===== src/rtl/qfts_pkg.sv =====
// ----------------------------------------------------------------------------
// qfts_pkg
// Shared constants and types for the queue built from two stacks: field
// widths, operation and status codes, and the controller/datapath bundles.
// ----------------------------------------------------------------------------
package qfts_pkg;

    localparam int DEFAULT_STACK_DEPTH = 128;
    localparam int DATA_W              = 32;
    localparam int STATUS_W            = 2;

    localparam logic KIND_ENQ = 1'b0;
    localparam logic KIND_DEQ = 1'b1;

    typedef enum logic [STATUS_W-1:0] {
        ST_OK    = 2'd0,
        ST_FULL  = 2'd1,
        ST_EMPTY = 2'd2
    } status_code_t;

    typedef struct packed {
        logic         capture;
        logic         push;
        logic         move_issue;
        logic         pop_issue;
        logic         load;
        logic         load_from_mem;
        status_code_t load_code;
    } qfts_cmd_t;

    typedef struct packed {
        logic item_kind;
        logic inbox_full;
        logic inbox_empty;
        logic outbox_empty;
        logic move_pending;
        logic out_ready;
    } qfts_sts_t;

endpackage


===== src/rtl/qfts_ctrl.sv =====
// ----------------------------------------------------------------------------
// qfts_ctrl
// Controller state machine: sequences enqueue, refill and dequeue steps
// and issues commands to the datapath.
// ----------------------------------------------------------------------------
module qfts_ctrl
(
    input  logic                clk,
    input  logic                rst_n,
    input  logic                in_valid,
    output logic                in_stall,
    input  qfts_pkg::qfts_sts_t sts,
    output qfts_pkg::qfts_cmd_t cmd
);

    typedef enum logic [3:0] {
        S_IDLE = 4'b0001,
        S_EXEC = 4'b0010,
        S_MOVE = 4'b0100,
        S_POP  = 4'b1000
    } state_t;

    state_t state_reg;
    state_t state_next;

    always_ff @(posedge clk or negedge rst_n)
    begin
        if (!rst_n)
        begin
            state_reg <= S_IDLE;
        end
        else
        begin
            state_reg <= state_next;
        end
    end

    assign in_stall = (state_reg != S_IDLE);

    always_comb
    begin
        state_next        = state_reg;
        cmd.capture       = 1'b0;
        cmd.push          = 1'b0;
        cmd.move_issue    = 1'b0;
        cmd.pop_issue     = 1'b0;
        cmd.load          = 1'b0;
        cmd.load_from_mem = 1'b0;
        cmd.load_code     = qfts_pkg::ST_OK;
        case (state_reg)
            S_IDLE:
            begin
                if (in_valid)
                begin
                    cmd.capture = 1'b1;
                    state_next  = S_EXEC;
                end
            end
            S_EXEC:
            begin
                if (sts.item_kind == qfts_pkg::KIND_ENQ)
                begin
                    if (sts.out_ready)
                    begin
                        cmd.load = 1'b1;
                        if (sts.inbox_full)
                        begin
                            cmd.load_code = qfts_pkg::ST_FULL;
                        end
                        else
                        begin
                            cmd.push = 1'b1;
                        end
                        state_next = S_IDLE;
                    end
                end
                else if (!sts.outbox_empty)
                begin
                    cmd.pop_issue = 1'b1;
                    state_next    = S_POP;
                end
                else if (!sts.inbox_empty)
                begin
                    state_next = S_MOVE;
                end
                else if (sts.out_ready)
                begin
                    cmd.load      = 1'b1;
                    cmd.load_code = qfts_pkg::ST_EMPTY;
                    state_next    = S_IDLE;
                end
            end
            S_MOVE:
            begin
                cmd.move_issue = !sts.inbox_empty;
                if (sts.inbox_empty && !sts.move_pending)
                begin
                    state_next = S_EXEC;
                end
            end
            S_POP:
            begin
                if (sts.out_ready)
                begin
                    cmd.load          = 1'b1;
                    cmd.load_from_mem = 1'b1;
                    state_next        = S_IDLE;
                end
            end
            default:
            begin
                state_next = S_IDLE;
            end
        endcase
    end

endmodule


===== config.mk =====
export PLATFORM = sky130hd
export DESIGN_NAME = qfts_ctrl
export DESIGN_NICKNAME = d
export VERILOG_FILES = /design/src/rtl/qfts_pkg.sv /design/src/rtl/qfts_ctrl.sv
export SDC_FILE = /design/constraint.sdc
export NUM_CORES = 1
export LEC_CHECK = 0
export ABC_AREA = 0
export ABC_CLOCK_PERIOD_IN_PS = 1500
export BUFFER_PORTS_ARGS = -buffer_cell sky130_fd_sc_hd__buf_2
export CORE_AREA = 4 4 41 43
export CTS_BUF_LIST = sky130_fd_sc_hd__clkbuf_4 sky130_fd_sc_hd__clkbuf_8
export CTS_CLUSTER_DIAMETER = 120
export DETAILED_ROUTE_END_ITERATION = 6
export DIE_AREA = 0 0 45 47
export PLACE_DENSITY_LB_ADDON = 0.2
export SLEW_MARGIN = 10
export SYNTH_ARGS = -nofsm -noshare
export SYNTH_HDL_FRONTEND = slang
export SYNTH_SLANG_ARGS = --single-unit

===== constraint.sdc =====
create_clock -name clk -period 1.5 [get_ports clk]
set_input_delay 0.15 -clock clk [delete_from_list [all_inputs] [get_ports clk]]
set_output_delay 0.15 -clock clk [all_outputs]
set_load 0.02 [all_outputs]

==> results of run 1 <==
## per-stage QoR
step                      hold slack (ns)  instance area, µm²
after floorplan                    -0.146                 458
after global placement            -0.0432                 581
after detailed placement          -0.0442                 581
after CTS                           0.188                 699
after global routing                0.223                 767
final                               0.187                 767
## worst max-delay path: stages (launching register included)
cell and delay, ns:
dfrtp_1 0.43, or4b_4 0.58, nor2_2 0.10, buf_4 0.14
## synth_stat cells (2+ instances only)
library cell  instances  area share [%]
inv_1                 5             4.1
nor2_1                5             4.1
buf_4                 3             4.9
dfrtp_1               3              16
nand2b_1              3             4.1
a211oi_1              2             3.3
a21oi_1               2             2.2
nand4_1               2             2.7
nor4b_4               2              10
o21ai_0               2             2.2
## power by group
group | internal, mW | leakage, nW | switching (mW) | total (mW)
logic | 0.453 | 0.282 | 0.377 | 0.830
registers | 0.157 | 0.0495 | 0.0501 | 0.207
clock network | 0.118 | 0.0184 | 0.0538 | 0.172
## timing repair
item	in CTS	in global routing
setup buffers	5	3
pin swaps	6	7
endpoints found under the setup margin	9	10
resized for setup	12	14
hold buffers	1	0
hold endpoints to repair	4	0
## cell families after synthesis
logic type	Yosys count	share of synthesized area [%]
AND/OR/NAND/NOR	25	46.2
AO/OA/AOI/OAI	11	18.3
buffers and inverters	9	11.5
flip-flops	4	22.1
XOR/XNOR	1	1.91
## routing by layer
layer,global-route usage [%],vias up,part of all wire (%)
li1,-,251,-
met1,16.9,257,39
met2,26.8,11,56
met3,4.60,3,3.9
met4,10.5,0,1.2
met5,0,-,0
## area by class of cell
type                    instances  area [µm²]  area share (%)
well taps                      15        18.8            2.45
multi-input cells              37         339            44.2
flip-flops and latches          4         103            13.4
repair buffers                 33         258            33.6
clock buffers                   4        30.0            3.92
inverters                       5        18.8            2.45
## worst max-delay path by stage
stage / start / to / slack [ns] / cells after the start
floorplan: state_reg[3]$_DFFE_PN0P_ / cmd[1] / 0.02 / 3
global placement: state_reg[3]$_DFFE_PN0P_ / cmd[7] / 0.07 / 5
detailed placement: state_reg[3]$_DFFE_PN0P_ / cmd[7] / 0.05 / 5
CTS: state_reg[3]$_DFFE_PN0P_ / cmd[4] / -0.12 / 3
global route: state_reg[2]$_DFFE_PN0P_ / cmd[3] / -0.27 / 5
finish: state_reg[3]$_DFFE_PN0P_ / cmd[4] / -0.15 / 3
## layout by cell type (no fill, tap or decap), types with 2 or more instances in the layout
master / count
a211oi_1: 2
a21oi_1: 2
buf_2: 9
buf_4: 15
buf_6: 8
clkbuf_4: 4
dfrtp_1: 2
inv_1: 4
nand2b_1: 3
nand4_1: 2
nor2_1: 2
nor2_2: 2
nor4b_4: 3
o21ai_0: 2
==> impl_metrics.csv, run 1 <==
group,metric,value,unit
status,outcome,"finished, violations left",
status,failed_checks,"setup timing",
critical_path,worstPathRequired,1.35,ns
synthesis,avgSynthCellArea,9.16,µm²
synthesis,synth_warnings,0,
floorplanning,num_rows,13,
cts,clk_latency,0.25,ns
critical_path,reg2regPathDepth,6,
placement,globalplace.congestion,0.752,
global_routing,grt_pass1_wl,2.28,mm
layout,area_growth,67.5,%
global_routing,gr-usage-all-layers,15.7,%
placement,placed_cells,85,
sta,setup_tns,-0.673,ns
cts,clk_path_buf_depth,2,
sta,rsz0062_at_grt,"yes",
sta,min_period,1.65,ns
layout,largest_reg_flops,4,
route,wl,1.38,mm
layout,num-fill-cells,119,
cts,htreeDepth,1,
cts,clk_pin_slew,0.04,ns
floorplanning,dieHeight,47,µm
pwr,power,1.21,mW
route,drtPass1Iterations,4,
sta,worst_pin_slew,0.286,ns
global_routing,grt_overflow,0,
floorplanning,start_util,35.2,%
synthesis,syn-cell-area,458,µm²
placement,dpl.hpwl,968,µm
critical_path,ff2ff_setup_slack,-0.05,ns
route,viasPerCell,5.33,
sta,drv_slew,0,
synthesis,ys_ff_latch,4,
cts,numCtsBuffers,3,
critical_path,endpoint_kind,"output pin",
layout,layout.nets,93,
synthesis,synth_top_flop_cell,"dfrtp_1",
floorplanning,core-area,1300,µm²
critical_path,reg2reg_to,"state_reg[1]$_DFFE_PN0P_",
pwr,pwr_density_cell,1580,nW/µm²
route,via_count,522,
global_routing,grt_pass1_vias,504,
placement,place_ws,0.0516,ns
synthesis,synth_cell_types,31,
sta,setup_ws,-0.145,ns
critical_path,path_max_fanout,4,
global_routing,antenna_found_initial,0,
synthesis,async_flop_share,100,%
layout,diodes,0,
placement,portBuffers,17,
route,wl_per_cell,14.1,µm
worst_hold_path,hold_depth,3,
pwr,irDropWorstVdd,1.10,mV
layout,drive_gt1_share,61.4,%
floorplanning,dieArea,2120,µm²
sta,fmax,608,MHz
critical_path,crit_type,"register to output pin",
global_routing,grt_max_degree,9,
critical_path,worstPathArrival,1.50,ns
route,drc_errors,0,
synthesis,netlist_instances,50,
floorplanning,die_w,45,µm
pwr,p_leak,0.350,nW
critical_path,worst_setup_path_start_kind,"register",
route,drtIter0Drc,5,
sta,setup_viol,9,
synthesis,synth-edff-count,0,
sta,hold_viol,0,
worst_hold_path,hp-start,"sts[1]",
sta,slew_headroom,80.7,%
cts,clockRootBuffer,"clkbuf_4",
sta,fin_skew,0.000807,ns
synthesis,syn_nets,59,
cts,clock_sinks,4,
layout,finish.utilization,58.9,%
route,ant_nets,0,
critical_path,r2r-start,"state_reg[2]$_DFFE_PN0P_",
floorplanning,ios,18,
job,maxCapViolCount,0,
worst_hold_path,hold_class,"primary input to register",
worst_hold_path,holdPathEnd,"state_reg[2]$_DFFE_PN0P_",
sta,finalCritPeriodShare,110,%
cts,cts_tree,"yes",
synthesis,ys_seq_area_share,22.1,%
layout,layout.cells.non_filler,98,
(Power assumes the default switching activity.)
==> run 2: changes to the inputs <==
==> constraint.sdc (replaced) <==
create_clock -name clk -period 1.5 [get_ports clk]
set_input_delay 0.3 -clock clk [delete_from_list [all_inputs] [get_ports clk]]
set_output_delay 0.3 -clock clk [all_outputs]
set_load 0.02 [all_outputs]
==> run 2 against run 1 <==
The run still ends with setup timing left. Flip-flop and latch count unchanged. Clock skew rose by 0.0028 ns. Count of clock-buffer cells in the layout unchanged. Highest routed layer unchanged.
==> impl_metrics.csv, run 2 (synthesis gave the netlist of run 1 again) <==
group,metric,value,unit
critical_path,reg2regPathDepth,6,
cts,clk_latency,0.24,ns
sta,rsz0062_at_grt,"yes",
critical_path,crit_start,"state_reg[3]$_DFFE_PN0P_",
route,viasPerCell,5.20,
critical_path,crit_type,"register to output pin",
critical_path,critical_path.endpoint,"cmd[4]",
global_routing,grt_overflow,0,
placement,globalplace.congestion,0.808,
global_routing,grt_max_degree,9,
route,via_count,530,
pwr,seq_power_share,17.0,%
pwr,irDropWorstVdd,1.13,mV
sta,min_period,1.79,ns
status,failed_checks,"setup timing",
floorplanning,start_util,35.2,%
cts,clk_pin_slew,0.04,ns
route,ant_nets,0,
layout,final_common_cell,"buf_6",
route,drc_errors,0,
pwr,clkPwrFrac,13.1,%
floorplanning,core-area,1300,µm²
sta,setup_viol,9,
pwr,p_sw_share,39.1,%
layout,final_cell_mix,"buf_6 (14), buf_4 (13), buf_2 (8)",
critical_path,path_max_fanout,6,
sta,drv_slew,0,
placement,placed_cells,91,
job,maxCapViolCount,0,
layout,area_growth,88.8,%
sta,hold_viol,0,
critical_path,r2r-start,"state_reg[2]$_DFFE_PN0P_",
sta,finalCritPeriodShare,119,%
global_routing,grt_pass1_wl,2.37,mm
floorplanning,dieArea,2120,µm²
pwr,pwr_density_cell,1500,nW/µm²
global_routing,antenna_found_initial,0,
cts,clock_sinks,4,
global_routing,gr-usage-all-layers,15.7,%
pwr,p_comb_share,69.9,%
pwr,p_int,0.791,mW
route,drtIter0Drc,12,
layout,largest_reg_flops,4,
layout,final_area,865,µm²
placement,dpl.hpwl,980,µm
layout,finish.utilization,66.4,%
pwr,power,1.30,mW
layout,drive_gt1_share,67.8,%
placement,place_area,656,µm²
cts,numCtsBuffers,3,
route,drtPass1Iterations,4,
status,outcome,"finished, violations left",
floorplanning,num_rows,13,
layout,layout.cells.non_filler,102,
sta,whs,0.349,ns
layout,diodes,0,
sta,fmax,559,MHz
floorplanning,dieHeight,47,µm
sta,fin_skew,0.00360,ns
cts,clockRootBuffer,"clkbuf_4",
floorplanning,ios,18,
layout,layout.nets,97,
critical_path,reg2reg_to,"state_reg[1]$_DFFE_PN0P_",
floorplanning,die_w,45,µm
placement,portBuffers,17,
sta,setup_ws,-0.289,ns
worst_hold_path,hold_class,"primary input to register",
pwr,p_leak,0.377,nW
cts,clk_path_buf_depth,2,
route,wl,1.45,mm
placement,place_ws,-0.115,ns
global_routing,grt_pass1_vias,522,
critical_path,ff2ff_setup_slack,0.03,ns
cts,htreeDepth,1,
route,wl_per_cell,14.2,µm
critical_path,worstPathRequired,1.20,ns
critical_path,endpoint_kind,"output pin",
critical_path,worst_setup_path_start_kind,"register",
pwr,p_sw,0.507,mW
sta,slew_headroom,81.8,%
cts,cts_tree,"yes",
sta,setup_tns,-2.14,ns
sta,worst_pin_slew,0.271,ns
critical_path,worstPathArrival,1.49,ns
-- run 2: cell types whose count changed in the layout (fill, tap and decap cells not counted), sizes merged --
cell  before  now
buf       32   36
-- run 2: how the worst min path moves through the flow --
stage                        start                       end  slack [ns]  cells past startpoint
after floorplan              rst_n  state_reg[1]$_DFFE_PN0P_       0.004                      0
after global placement       rst_n  state_reg[1]$_DFFE_PN0P_        0.10                      1
after detailed placement     rst_n  state_reg[1]$_DFFE_PN0P_        0.11                      1
after CTS                   sts[1]  state_reg[2]$_DFFE_PN0P_        0.34                      3
after global routing      in_valid  state_reg[1]$_DFFE_PN0P_        0.36                      3
final                       sts[1]  state_reg[2]$_DFFE_PN0P_        0.35                      3
-- run 2: timing repair --
item	CTS	global route
pin swaps	7	7
endpoints found under the setup margin	10	11
endpoints found under the hold margin	3	0
setup buffers	6	5
hold buffers	1	0
resized for setup	24	12
-- run 2: final cells by class --
class | instances | area, µm²
Clock buffer | 4 | 30.0
Multi-Input combinational cell | 37 | 367
Fill cell | 109 | 437
Sequential cell | 4 | 105
Inverter | 5 | 18.8
Timing Repair Buffer | 37 | 325
Tap cell | 15 | 18.8
-- run 2: power groups by stage --
stage / clock network, mW / logic, mW / registers [mW]
after floorplan: 0 / 0.502 / 0.169
after global placement: 0 / 0.686 / 0.212
after detailed placement: 0 / 0.689 / 0.215
after CTS: 0.177 / 0.851 / 0.223
after global routing: 0.192 / 0.969 / 0.228
final: 0.171 / 0.907 / 0.220
-- run 2: routing by layer --
metal / vias up / wire, µm / GRT usage [%] / share of wire [%]
li1: 261 / - / - / -
met1: 251 / 649 / 20.0 / 45
met5: - / 0 / 0 / 0
met4: 0 / 7 / 3.51 / 0.48
met2: 15 / 716 / 25.1 / 50
met3: 3 / 71 / 6.13 / 4.9
-- run 2: critical path, stage by stage, from the launching register on --
cell     delay [ns]
dfrtp_2        0.47
or4b_4         0.55
nor2_4         0.10
buf_6          0.12
